File: config.mk
export PLATFORM = sky130hd
export DESIGN_NAME = arrival_sorted_job_queue_top
export DESIGN_NICKNAME = d
export VERILOG_FILES = /design/src/hw/rtl/asjq_pkg.sv /design/src/hw/rtl/arrival_sorted_job_queue_top.sv /design/src/hw/rtl/asjq_entry_ram.sv
export SDC_FILE = /design/constraint.sdc
export NUM_CORES = 1
export LEC_CHECK = 0
export ABC_AREA = 0
export BUFFER_PORTS_ARGS = -buffer_cell sky130_fd_sc_hd__buf_2
export CELL_PAD_IN_SITES_DETAIL_PLACEMENT = 1
export CELL_PAD_IN_SITES_GLOBAL_PLACEMENT = 1
export CORE_ASPECT_RATIO = 0.9
export CORE_UTILIZATION = 42
export DETAILED_ROUTE_END_ITERATION = 7
export HOLD_SLACK_MARGIN = 0.03
export PLACE_DENSITY_LB_ADDON = 0.15
export SLEW_MARGIN = 20
export SYNTH_ARGS = -nofsm -noshare
export SYNTH_HDL_FRONTEND = slang
export SYNTH_SLANG_ARGS = --single-unit
File: constraint.sdc
create_clock -name clock -period 5.62 [get_ports clock]
set_input_delay 0.562 -clock clock [delete_from_list [all_inputs] [get_ports clock]]
set_output_delay 0.562 -clock clock [all_outputs]
set_load 0.02 [all_outputs]
File: src/hw/rtl/asjq_pkg.sv
// Shared types and constants for the arrival-sorted job queue.
`timescale 1ns / 1ps
`default_nettype none

package asjq_pkg;

   localparam int DEFAULT_DEPTH = 16;
   localparam int TDATA_W       = 48;
   localparam int TUSER_W       = 2;

   typedef enum logic [1:0] {
      REQ_INSERT = 2'd0,
      REQ_REMOVE = 2'd1,
      REQ_LIST   = 2'd2,
      REQ_CLEAR  = 2'd3
   } req_kind_type;

   typedef enum logic [1:0] {
      ST_OK        = 2'd0,
      ST_NOT_FOUND = 2'd1,
      ST_FULL      = 2'd2,
      ST_EMPTY     = 2'd3
   } status_type;

   // One table entry, laid out as it travels on tdata (user tag in the low byte).
   typedef struct packed {
      logic [15:0] duration;
      logic [15:0] arrival;
      logic [7:0]  job;
      logic [7:0]  user;
   } entry_type;

   typedef enum logic [2:0] {
      S_IDLE,
      S_INS,
      S_INS_HEAD,
      S_REM,
      S_LIST,
      S_RESP
   } state_type;

endpackage

`default_nettype wire

File: src/hw/rtl/arrival_sorted_job_queue_top.sv
// Top level of the arrival-sorted job queue: request sequencer and result register.
`timescale 1ns / 1ps
`default_nettype none

// Channel   Direction  tdata (low bit up)                           tuser / tlast
// req_*     in         user_tag[7:0] job_id[7:0] arrival_time[15:0]  tuser: req_type[1:0]
//                      duration[15:0]
// rsp_*     out        out_user[7:0] out_job[7:0] out_arrival[15:0]  tuser: status[1:0]
//                      out_duration[15:0]                            tlast: last
//
// The entries live in one RAM with a single read and a single write port, and the
// sequencer walks it one entry per cycle while no stalled result channel holds a list.
// An insert into a table that holds entries walks down every entry with a later arrival
// time; an insert into an empty or a full table and a clear do not walk the table.
// A remove walks every entry, and a list reads out every entry.
// Reset zeroes the entry count, the state and the result valid; the RAM is not cleared,
// since no slot at or above the count is read.
// A stalled result channel holds the sequencer only when a new result must be
// loaded into the output register; a new request is taken while a result waits.

module arrival_sorted_job_queue_top #(
   parameter int DEPTH = asjq_pkg::DEFAULT_DEPTH
) (
   input  wire logic                         clock,
   input  wire logic                         reset,
   input  wire logic                         req_tvalid,
   output logic                              req_tready,
   // user_tag[7:0], job_id[15:8], arrival_time[31:16], duration[47:32]
   input  wire logic [asjq_pkg::TDATA_W-1:0] req_tdata,
   // req_type[1:0]
   input  wire logic [asjq_pkg::TUSER_W-1:0] req_tuser,
   output logic                              rsp_tvalid,
   input  wire logic                         rsp_tready,
   // out_user[7:0], out_job[15:8], out_arrival[31:16], out_duration[47:32]
   output logic [asjq_pkg::TDATA_W-1:0]      rsp_tdata,
   // status[1:0]
   output logic [asjq_pkg::TUSER_W-1:0]      rsp_tuser,
   output logic                              rsp_tlast
);
   import asjq_pkg::*;

   localparam int AW = $clog2(DEPTH);
   localparam int CW = $clog2(DEPTH + 1);

   state_type      state_ff, state_in;
   logic [AW-1:0]  idx_ff, idx_in;
   logic [CW-1:0]  count_ff, count_in;
   logic           found_ff, found_in;
   entry_type      new_ff, new_in;
   status_type     res_status_ff, res_status_in;

   logic           rsp_valid_ff, rsp_valid_in;
   entry_type      rsp_data_ff, rsp_data_in;
   status_type     rsp_status_ff, rsp_status_in;
   logic           rsp_last_ff, rsp_last_in;

   logic           rd_en;
   logic [AW-1:0]  rd_addr;
   entry_type      rd_data;
   logic           wr_en;
   logic [AW-1:0]  wr_addr;
   entry_type      wr_data;

   logic [CW-1:0]  count_m1;
   logic [AW-1:0]  last_idx;
   logic           at_last;
   logic           out_free;
   logic           found_now;
   entry_type      req_entry;

   asjq_entry_ram #(
      .DEPTH (DEPTH)
   ) u_ram (
      .clock   (clock),
      .wr_en   (wr_en),
      .wr_addr (wr_addr),
      .wr_data (wr_data),
      .rd_en   (rd_en),
      .rd_addr (rd_addr),
      .rd_data (rd_data)
   );

   assign req_entry  = entry_type'(req_tdata);
   assign count_m1   = count_ff - CW'(1);
   assign last_idx   = count_m1[AW-1:0];
   assign at_last    = (idx_ff == last_idx);
   assign out_free   = !rsp_valid_ff || rsp_tready;
   assign found_now  = found_ff || (rd_data.job == new_ff.job);
   assign req_tready = (state_ff == S_IDLE);

   always_ff @(posedge clock) begin
      if (reset) begin
         state_ff     <= S_IDLE;
         count_ff     <= '0;
         rsp_valid_ff <= 1'b0;
      end else begin
         state_ff     <= state_in;
         count_ff     <= count_in;
         rsp_valid_ff <= rsp_valid_in;
      end
   end

   always_ff @(posedge clock) begin
      idx_ff        <= idx_in;
      found_ff      <= found_in;
      new_ff        <= new_in;
      res_status_ff <= res_status_in;
      rsp_data_ff   <= rsp_data_in;
      rsp_status_ff <= rsp_status_in;
      rsp_last_ff   <= rsp_last_in;
   end

   always_comb begin
      state_in      = state_ff;
      idx_in        = idx_ff;
      count_in      = count_ff;
      found_in      = found_ff;
      new_in        = new_ff;
      res_status_in = res_status_ff;

      rsp_valid_in  = rsp_valid_ff && !rsp_tready;
      rsp_data_in   = rsp_data_ff;
      rsp_status_in = rsp_status_ff;
      rsp_last_in   = rsp_last_ff;

      rd_en   = 1'b0;
      rd_addr = idx_ff;
      wr_en   = 1'b0;
      wr_addr = idx_ff;
      wr_data = rd_data;

      unique case (state_ff)
         S_IDLE: begin
            if (req_tvalid) begin
               new_in = req_entry;
               unique case (req_kind_type'(req_tuser))
                  REQ_INSERT: begin
                     if (count_ff == CW'(DEPTH)) begin
                        res_status_in = ST_FULL;
                        state_in      = S_RESP;
                     end else if (count_ff == '0) begin
                        wr_en         = 1'b1;
                        wr_addr       = '0;
                        wr_data       = req_entry;
                        count_in      = count_ff + CW'(1);
                        res_status_in = ST_OK;
                        state_in      = S_RESP;
                     end else begin
                        // Walk down from the newest slot, moving later arrivals up.
                        rd_en    = 1'b1;
                        rd_addr  = last_idx;
                        idx_in   = last_idx;
                        state_in = S_INS;
                     end
                  end
                  REQ_REMOVE: begin
                     if (count_ff == '0) begin
                        res_status_in = ST_NOT_FOUND;
                        state_in      = S_RESP;
                     end else begin
                        rd_en    = 1'b1;
                        rd_addr  = '0;
                        idx_in   = '0;
                        found_in = 1'b0;
                        state_in = S_REM;
                     end
                  end
                  REQ_LIST: begin
                     if (count_ff == '0) begin
                        res_status_in = ST_EMPTY;
                        state_in      = S_RESP;
                     end else begin
                        rd_en    = 1'b1;
                        rd_addr  = '0;
                        idx_in   = '0;
                        state_in = S_LIST;
                     end
                  end
                  REQ_CLEAR: begin
                     count_in      = '0;
                     res_status_in = ST_OK;
                     state_in      = S_RESP;
                  end
                  default: begin
                     state_in = S_IDLE;
                  end
               endcase
            end
         end

         S_INS: begin
            if (new_ff.arrival < rd_data.arrival) begin
               wr_en   = 1'b1;
               wr_addr = idx_ff + AW'(1);
               wr_data = rd_data;
               if (idx_ff == '0) begin
                  state_in = S_INS_HEAD;
               end else begin
                  rd_en   = 1'b1;
                  rd_addr = idx_ff - AW'(1);
                  idx_in  = idx_ff - AW'(1);
               end
            end else begin
               // Equal or earlier arrival stays ahead, so the new entry goes just above it.
               wr_en         = 1'b1;
               wr_addr       = idx_ff + AW'(1);
               wr_data       = new_ff;
               count_in      = count_ff + CW'(1);
               res_status_in = ST_OK;
               state_in      = S_RESP;
            end
         end

         S_INS_HEAD: begin
            wr_en         = 1'b1;
            wr_addr       = '0;
            wr_data       = new_ff;
            count_in      = count_ff + CW'(1);
            res_status_in = ST_OK;
            state_in      = S_RESP;
         end

         S_REM: begin
            // Once the first match is seen, every later entry moves down one slot.
            if (found_ff) begin
               wr_en   = 1'b1;
               wr_addr = idx_ff - AW'(1);
               wr_data = rd_data;
            end
            found_in = found_now;
            if (at_last) begin
               if (found_now) begin
                  count_in      = count_ff - CW'(1);
                  res_status_in = ST_OK;
               end else begin
                  res_status_in = ST_NOT_FOUND;
               end
               state_in = S_RESP;
            end else begin
               rd_en   = 1'b1;
               rd_addr = idx_ff + AW'(1);
               idx_in  = idx_ff + AW'(1);
            end
         end

         S_LIST: begin
            if (out_free) begin
               rsp_valid_in  = 1'b1;
               rsp_data_in   = rd_data;
               rsp_status_in = ST_OK;
               rsp_last_in   = at_last;
               if (at_last) begin
                  state_in = S_IDLE;
               end else begin
                  rd_en   = 1'b1;
                  rd_addr = idx_ff + AW'(1);
                  idx_in  = idx_ff + AW'(1);
               end
            end
         end

         S_RESP: begin
            if (out_free) begin
               rsp_valid_in  = 1'b1;
               rsp_data_in   = '0;
               rsp_status_in = res_status_ff;
               rsp_last_in   = 1'b1;
               state_in      = S_IDLE;
            end
         end

         default: begin
            state_in = S_IDLE;
         end
      endcase
   end

   assign rsp_tvalid = rsp_valid_ff;
   assign rsp_tdata  = rsp_data_ff;
   assign rsp_tuser  = rsp_status_ff;
   assign rsp_tlast  = rsp_last_ff;

endmodule

`default_nettype wire

File: src/hw/rtl/asjq_entry_ram.sv
// Entry table RAM: one write port, one read port with registered read data.
`timescale 1ns / 1ps
`default_nettype none

module asjq_entry_ram #(
   parameter int DEPTH = asjq_pkg::DEFAULT_DEPTH
) (
   input  wire logic                     clock,
   input  wire logic                     wr_en,
   input  wire logic [$clog2(DEPTH)-1:0] wr_addr,
   input  wire asjq_pkg::entry_type      wr_data,
   input  wire logic                     rd_en,
   input  wire logic [$clog2(DEPTH)-1:0] rd_addr,
   output asjq_pkg::entry_type           rd_data
);
   import asjq_pkg::*;

   entry_type mem_ff [DEPTH];
   entry_type rd_data_ff;

   always_ff @(posedge clock) begin
      if (wr_en) begin
         mem_ff[wr_addr] <= wr_data;
      end
   end

   // Read data holds until the next read, so a stalled consumer sees it stay.
   always_ff @(posedge clock) begin
      if (rd_en) begin
         rd_data_ff <= mem_ff[rd_addr];
      end
   end

   assign rd_data = rd_data_ff;

endmodule

`default_nettype wire
==> impl_table.tex, run 1 <==
\begin{tabular}{lr}
\hline
Metric & Value \\
\hline
\multicolumn{2}{l}{\textbf{Clocking}} \\
CTS clk-pin slew, worst paths & roughly 0.06 ns \\
Number of levels the H-tree was split into & 3 \\
Largest buffer count on any clock path & 3 \\
Clock tree from TritonCTS & done \\
Cell at the root of the clock tree & sky130\_fd\_sc\_hd\_\_clkbuf\_16 \\
Post-cts hold buffer count & 2 \\
Setup Buffers After CTS & 0 \\
Post-CTS resize count & 0 \\
Clock Sinks & between 900 and 1000 \\
Source-to-sink clock delay at the later pin of the worst-skew pair & between 0.6 and 0.7 ns \\
Inserted Clock Buffers & 100 \\
\multicolumn{2}{l}{\textbf{STA}} \\
Achievable Freq & just over 200 MHz \\
Relative max-transition margin & 20.9\% \\
Count of endpoints failing hold in the final timing report & 0 \\
Share of the clock period used by the worst path & 86.0\% \\
Number of pins with negative max-slew slack in the final report & 0 \\
Setup repair after global routing missed its margin & no \\
Setup-failing EPs final & 0 \\
Post-layout min period & between 4 and 5 ns \\
Setup tns final & 0 ns \\
Pin slew with the least headroom to its limit & 1.19 ns \\
Clock tree skew after final layout & approximately 0.034 ns \\
\multicolumn{2}{l}{\textbf{Outcome}} \\
Status & finished, final reports clean \\
\multicolumn{2}{l}{\textbf{Pwr}} \\
Maximum VDD drop & 0.000827 V \\
Power density over cell area & approximately 700 nW/um\^{}2 \\
Standby leakage power & 15.6 nW \\
\multicolumn{2}{l}{\textbf{Yosys}} \\
Dominant register cell in the synthesized netlist & sky130\_fd\_sc\_hd\_\_edfxtp\_1 \\
Dominant cell type by area after synthesis & sky130\_fd\_sc\_hd\_\_edfxtp\_1 \\
Syn Nets & 2776 \\
Top post-synthesis cells by area & sky130\_fd\_sc\_hd\_\_edfxtp\_1 (71\%), sky130\_fd\_sc\_hd\_\_nand4\_1 (3.1\%), sky130\_fd\_sc\_hd\_\_o211ai\_1 (2.8\%) \\
Synthesized-area fraction occupied by ao, oa, aoi and oai cells & 12.6\% \\
Multiplexer share of the synthesized area & 2.63\% \\
Syn. warnings & 0 \\
Share of the yosys chip area belonging to registers & 71.6\% \\
Mean cell area of the mapped netlist & roughly 14 um\^{}2 \\
Number of enable flip-flop cells after synthesis & between 900 and 1000 \\
Synth unique cells & between 60 and 70 \\
Most common cell in the netlist & sky130\_fd\_sc\_hd\_\_edfxtp\_1 \\
Fraction of synthesis flops using an asynchronous set or reset pin & 0\% \\
Largest family of logic cells by synthesized area & compound AO/OA/AOI/OAI gates \\
Mapped Area & 38900 um\^{}2 \\
Cell types with the highest counts after synthesis & sky130\_fd\_sc\_hd\_\_edfxtp\_1 (918), sky130\_fd\_sc\_hd\_\_inv\_1 (221), sky130\_fd\_sc\_hd\_\_nand4\_1 (194) \\
Proportion of netlist area held by the largest area contributor & 70.9\% \\
Synthesized netlist cell count & $\sim$2700 \\
Adder-cell area share of the yosys netlist & less than 1\% \\
Post-synthesis xor/xnor area fraction & less than 1\% \\
Simple-gate share of the synthesized area & under 10\% \\
Flops \& latches, synth & approximately 930 \\
\multicolumn{2}{l}{\textbf{Global routing}} \\
Global-route wire length before repair & between 150 and 200 mm \\
Gr ovfl total & 0 \\
Via count of the first global-routing pass & 25823 \\
Number of antenna violations at the first check in global routing & 5 \\
Pin count of the biggest net entering global routing & roughly 140 \\
GRT Util Overall & about a quarter \\
\multicolumn{2}{l}{\textbf{Routing}} \\
Initial DRC Count & 2529 \\
Remaining design rule violation count & 0 \\
DR vias & between 20000 and 30000 \\
Average routed wire per standard cell & approximately 29 um \\
Number of routed nets with antenna violations & 0 \\
Vias per Instance & just over 6 \\
Aggregate routed wire length & around 120 mm \\
DR pass1 iterations & 6 \\
\multicolumn{2}{l}{\textbf{Floorplanning}} \\
Effective utilization at floorplan & a little over two fifths \\
Num rows & 105 \\
Die Area & 93800 um\^{}2 \\
Vertical die dimension & between 200 and 300 um \\
Core area & 91400 um\^{}2 \\
\# IOs & between 100 and 150 \\
Die extent in x & 323 um \\
\multicolumn{2}{l}{\textbf{Setup path}} \\
Combined buffer and inverter count along the critical path & 3 \\
Crit path launch type & flip-flop \\
Kind of capture point of the worst setup path & flip-flop \\
Slowest stage cell on the critical path & sky130\_fd\_sc\_hd\_\_clkinv\_2 \\
Type of the setup path with the least slack & reg2reg \\
Arrival time of the worst setup path & approximately 5.2 ns \\
CP top delay family & simple AND/OR/NAND/NOR gates \\
CP dominant cell by count & sky130\_fd\_sc\_hd\_\_nand3\_1 \\
Cell chain of the critical path & inv\_1 > ha\_1 > xor2\_1 > nand3\_1 > nor2b\_1 > o32ai\_1 > a21o\_2 > nor3\_4 > clkinv\_2 > buf\_4 > a21oi\_1 > a221o\_1 > nand3\_1 \\
Max stage delay on crit path & $\sim$0.64 ns \\
Required time at the endpoint of the critical path & around 6 ns \\
Critical Path Fanout Max & 25 \\
\multicolumn{2}{l}{\textbf{Flow run}} \\
Max capacitance violation total & 0 \\
\multicolumn{2}{l}{\textbf{Place}} \\
Dpl hpwl & roughly 63 mm \\
Final estimated routing congestion in global placement & just over 0.8 \\
Count of port buffers added during placement & between 100 and 150 \\
\multicolumn{2}{l}{\textbf{Final layout}} \\
Share of cells above drive strength 1 & 12.7\% \\
NumNets Final & 2820 \\
Post-route core utilization & 48.7\% \\
Area added between synthesis and finish & 14.4\% \\
\multicolumn{2}{l}{\textbf{Min path}} \\
Worst Hold Class & in2reg \\
\hline
\end{tabular}
state kept, by name, indices dropped and copies added (netlist names):
signal	flops
state_ff	3
u_ram.mem_ff	768
new_ff	48
rsp_tdata	48
rsp_tlast	1
res_status_ff	2
count_ff	5
u_ram.rd_data	48
idx_ff	4
rsp_tvalid	1
found_ff	1
rsp_tuser	2
cells in the final DEF, fill, tap and decap left out, types with 58 or more instances in the layout:
cell,synthesis,layout
sky130_fd_sc_hd__edfxtp_1,918,918
sky130_fd_sc_hd__inv_1,221,221
sky130_fd_sc_hd__nand4_1,194,194
sky130_fd_sc_hd__o211ai_1,147,147
sky130_fd_sc_hd__a21oi_1,143,142
sky130_fd_sc_hd__nand2_1,137,135
sky130_fd_sc_hd__buf_2,45,106
sky130_fd_sc_hd__mux2i_1,102,102
sky130_fd_sc_hd__clkbuf_16,0,101
sky130_fd_sc_hd__a221o_1,97,97
sky130_fd_sc_hd__nand3_1,59,58
per-layer routing:
layer	wire length, um	part of all wire [%]	track usage (%)
met5	13	0.011	0
met1	52000	44	36.0
met4	2850	2.4	6.68
met2	55700	47	39.6
met3	8330	7.0	4.19
report_power, final:
part / switching, mW / total [mW] / internal (mW)
clock network: 2.83 / 6.98 / 4.15
logic: 9.69 / 13.7 / 3.98
registers: 0.507 / 11.3 / 10.8
total: 13.0 / 31.9 / 18.9
cells by family after synthesis:
family	after synthesis
buffers and inverters	456
XOR/XNOR	16
flip-flops	931
adder cells (fa/ha/maj)	24
AND/OR/NAND/NOR	531
multiplexers	102
AO/OA/AOI/OAI	638
worst register-to-register path: stages, from the launching register on:
cell                       delay, ns
sky130_fd_sc_hd__dfxtp_1        0.57
sky130_fd_sc_hd__inv_1          0.13
sky130_fd_sc_hd__ha_1           0.40
sky130_fd_sc_hd__xor2_1         0.19
sky130_fd_sc_hd__nand3_1        0.12
sky130_fd_sc_hd__nor2b_1        0.54
sky130_fd_sc_hd__o32ai_1        0.28
sky130_fd_sc_hd__a21o_2         0.28
sky130_fd_sc_hd__nor3_4         0.53
sky130_fd_sc_hd__clkinv_2       0.65
sky130_fd_sc_hd__buf_4          0.43
sky130_fd_sc_hd__a21oi_1        0.20
sky130_fd_sc_hd__a221o_1        0.17
sky130_fd_sc_hd__nand3_1        0.08
stage by stage:
stage / setup slack, ns / power [mW] / std cells / hold WS, ns / area, um^2
2_1_floorplan: 0.820 / 20.1 / 2698 / 0.516 / 38900
3_3_place_gp: 1.03 / 24.4 / 3867 / 0.537 / 41000
3_5_place_dp: 0.836 / 25.0 / 3868 / 0.543 / 41000
4_1_cts: 0.817 / 32.0 / 4057 / 0.0308 / 44500
5_1_grt: 0.445 / 33.4 / 4057 / 0.0395 / 44500
6_report: 0.789 / 31.9 / 4058 / 0.0758 / 44500
final cells by class:
class | count | area [um^2]
fillers | 8954 | 46900
multi-input cells | 1311 | 9410
inverters | 224 | 845
repair buffers | 174 | 1410
clock inverters | 63 | 830
well taps | 1230 | 1540
clock buffers | 124 | 2620
flip-flops and latches | 931 | 27800
diodes | 1 | 2.50
worst paths after layout:
kind                       to  cells past startpoint             start  slack (ns)
min reg2reg      rsp_tdata[5]                      1  u_ram.rd_data[5]        0.54
min                new_ff[17]                      1     req_tdata[17]        0.08
max reg2reg  u_ram.rd_data[6]                     13       count_ff[0]        0.79
max          u_ram.rd_data[6]                     13       count_ff[0]        0.79
Power figures use the tool's default switching activity.
==> run 2, diff against run 1 <==
CTS_BUF_LIST = sky130_fd_sc_hd__clkbuf_8 sky130_fd_sc_hd__clkbuf_16   (was unset)
==> impl_table.tex, run 2 (same netlist as run 1, synthesis figures left out) <==
\begin{tabular}{lr}
\hline
Metric & Value \\
\hline
\multicolumn{2}{l}{\textbf{Outcome}} \\
Status & finished, final reports clean \\
\multicolumn{2}{l}{\textbf{Pwr}} \\
Standby leakage power & 15.7 nW (+0.58\%) \\
Maximum VDD drop & 0.000827 V (about the same) \\
Power density over cell area & 717 nW/um\^{}2 (-0.11\%) \\
\multicolumn{2}{l}{\textbf{Routing}} \\
Initial DRC Count & 2622 (+3.7\%) \\
Remaining design rule violation count & 0 (unchanged) \\
DR vias & 25182 (-0.23\%) \\
Vias per Instance & 6.21 (-0.21\%) \\
Number of routed nets with antenna violations & 0 (unchanged) \\
DR pass1 iterations & 8 (+2) \\
Aggregate routed wire length & 119 mm (about the same) \\
Average routed wire per standard cell & 29.3 um (about the same) \\
\multicolumn{2}{l}{\textbf{Min path}} \\
Worst Hold Class & in2reg \\
Min-Delay Path Depth & 1 (unchanged) \\
\multicolumn{2}{l}{\textbf{STA}} \\
Setup tns final & 0 ns (unchanged) \\
Setup-failing EPs final & 0 (unchanged) \\
Setup repair after global routing missed its margin & no \\
Achievable Freq & 207 MHz (+0.23\%) \\
Post-layout min period & 4.82 ns (-0.0109 ns) \\
Count of endpoints failing hold in the final timing report & 0 (unchanged) \\
Clock tree skew after final layout & 0.0310 ns (-0.00267 ns) \\
Pin slew with the least headroom to its limit & 1.19 ns (+0.00252 ns) \\
Share of the clock period used by the worst path & 85.8\% (-0.19 points) \\
Number of pins with negative max-slew slack in the final report & 0 (unchanged) \\
Relative max-transition margin & 20.8\% (-0.17 points) \\
\multicolumn{2}{l}{\textbf{Global routing}} \\
Via count of the first global-routing pass & 25814 (-0.035\%) \\
Number of antenna violations at the first check in global routing & 5 (unchanged) \\
GRT Util Overall & 25.1\% (about the same) \\
Pin count of the biggest net entering global routing & 141 (unchanged) \\
Global-route wire length before repair & 175 mm (about the same) \\
Gr ovfl total & 0 (unchanged) \\
\multicolumn{2}{l}{\textbf{Final layout}} \\
Leading cell type in the layout, fill and taps excluded & sky130\_fd\_sc\_hd\_\_edfxtp\_1 \\
Largest Register & u\_ram.mem\_ff \\
Ant diodes & 0 (-1) \\
Max FFs per register & 768 (unchanged) \\
Share of cells above drive strength 1 & 12.7\% (unchanged) \\
Filler-free cell count of the finished design & 4057 (-0.025\%) \\
NumNets Final & 2820 (unchanged) \\
Number of fillers in the final layout & 8954 (unchanged) \\
Area added between synthesis and finish & 14.4\% (about the same) \\
Commonest cells after routing, fill and taps aside & sky130\_fd\_sc\_hd\_\_edfxtp\_1 (918), sky130\_fd\_sc\_hd\_\_inv\_1 (243), sky130\_fd\_sc\_hd\_\_nand4\_1 (194) \\
\multicolumn{2}{l}{\textbf{Clocking}} \\
CTS clk-pin slew, worst paths & 0.06 ns (about the same) \\
Number of levels the H-tree was split into & 3 (unchanged) \\
Largest buffer count on any clock path & 3 (unchanged) \\
Cell at the root of the clock tree & sky130\_fd\_sc\_hd\_\_clkbuf\_16 \\
Clock tree from TritonCTS & done \\
Inserted Clock Buffers & 100 (unchanged) \\
Source-to-sink clock delay at the later pin of the worst-skew pair & 0.69 ns (about the same) \\
Clock Sinks & 931 (unchanged) \\
\multicolumn{2}{l}{\textbf{Setup path}} \\
Critical Path Fanout Max & 25 (unchanged) \\
Kind of capture point of the worst setup path & flip-flop \\
Type of the setup path with the least slack & reg2reg \\
Arrival time of the worst setup path & 5.23 ns (about the same) \\
Crit path launch type & flip-flop \\
Register-to-Register Path Depth & 13 (unchanged) \\
Required time at the endpoint of the critical path & 6.03 ns (about the same) \\
\multicolumn{2}{l}{\textbf{Flow run}} \\
Max capacitance violation total & 0 (unchanged) \\
\multicolumn{2}{l}{\textbf{Place}} \\
Count of port buffers added during placement & 106 (unchanged) \\
Final estimated routing congestion in global placement & 0.832 (unchanged) \\
Dpl hpwl & 62.9 mm (unchanged) \\
Placed cell count & 3868 (unchanged) \\
\multicolumn{2}{l}{\textbf{Floorplanning}} \\
Die extent in x & 323 um (unchanged) \\
Num rows & 105 (unchanged) \\
Core area & 91400 um\^{}2 (unchanged) \\
\# IOs & 107 (unchanged) \\
Vertical die dimension & 291 um (unchanged) \\
Effective utilization at floorplan & 42.5\% (unchanged) \\
Die Area & 93800 um\^{}2 (unchanged) \\
\hline
\end{tabular}
==> run 2: cell count changes in the layout (fill, tap and decap cells not counted) <==
cell | previous run | this run
sky130_fd_sc_hd__inv_1 | 221 | 243
sky130_fd_sc_hd__clkbuf_1 | 22 | 0
sky130_fd_sc_hd__diode_2 | 1 | 0
==> run 2: where the power goes <==
| group | internal, mW | total (mW) | switching [mW] | leakage, nW |
|---|---|---|---|---|
| combinational | 3.98 | 13.7 | 9.69 | 5.45 |
| clock | 4.11 | 6.94 | 2.83 | 1.76 |
| sequential | 10.8 | 11.3 | 0.508 | 8.47 |
==> run 2: routing by layer <==
metal	vias up	wire length, um	part of all wire, %	global-route usage, %
met4	2	2940	2.5	6.68
met3	183	8270	7.0	4.19
met2	961	55600	47	39.6
li1	10838	-	-	-
met5	-	13	0.011	0
met1	13198	52100	44	36.0
==> run 2: area by class of cell <==
type / count / area, um^2 / area share, %
sequential: 931 / 27800 / 62.6
multi-input combinational: 1311 / 9410 / 21.2
clock buffer: 102 / 2540 / 5.71
tap: 1230 / 1540 / 3.46
timing repair buffer: 174 / 1410 / 3.17
clock inverter: 85 / 912 / 2.05
inverter: 224 / 845 / 1.90
==> run 2: final timing paths <==
kind                                  startpoint          endpoint  slack, ns
worst min register to register  u_ram.rd_data[5]      rsp_tdata[5]       0.54
worst min-delay path                req_tdata[2]         new_ff[2]       0.08
worst max-delay path                 count_ff[0]  u_ram.rd_data[6]       0.80
worst max register to register       count_ff[0]  u_ram.rd_data[6]       0.80
==> run 2: critical path: stages (launching register included) <==
cell	delay, ns
sky130_fd_sc_hd__dfxtp_1	0.56
sky130_fd_sc_hd__inv_1	0.13
sky130_fd_sc_hd__ha_1	0.40
sky130_fd_sc_hd__xor2_1	0.19
sky130_fd_sc_hd__nand3_1	0.12
sky130_fd_sc_hd__nor2b_1	0.54
sky130_fd_sc_hd__o32ai_1	0.28
sky130_fd_sc_hd__a21o_2	0.28
sky130_fd_sc_hd__nor3_4	0.53
sky130_fd_sc_hd__clkinv_2	0.65
sky130_fd_sc_hd__buf_4	0.43
sky130_fd_sc_hd__a21oi_1	0.19
sky130_fd_sc_hd__a221o_1	0.17
sky130_fd_sc_hd__nand3_1	0.08
==> run 2: per-stage QoR <==
stage | total power, mW | utilization [%] | hold WS [ns] | setup WS [ns] | instance area, um^2
2_1_floorplan | 20.1 | - | 0.516 | 0.820 | 38900
3_3_place_gp | 24.4 | 44.8 | 0.537 | 1.03 | 41000
3_5_place_dp | 25.0 | 44.9 | 0.543 | 0.836 | 41000
4_1_cts | 32.0 | 48.7 | 0.0308 | 0.818 | 44500
5_1_grt | 33.3 | 48.7 | 0.0395 | 0.445 | 44500
6_report | 31.9 | 48.7 | 0.0769 | 0.800 | 44500
==> run 2: what timing repair did <==
action                     in CTS  in global routing
gates resized for setup         0                  0
setup endpoints to repair       0                  0
setup buffers                   0                  0
hold endpoints to repair        2                  0
hold buffers                    2                  0
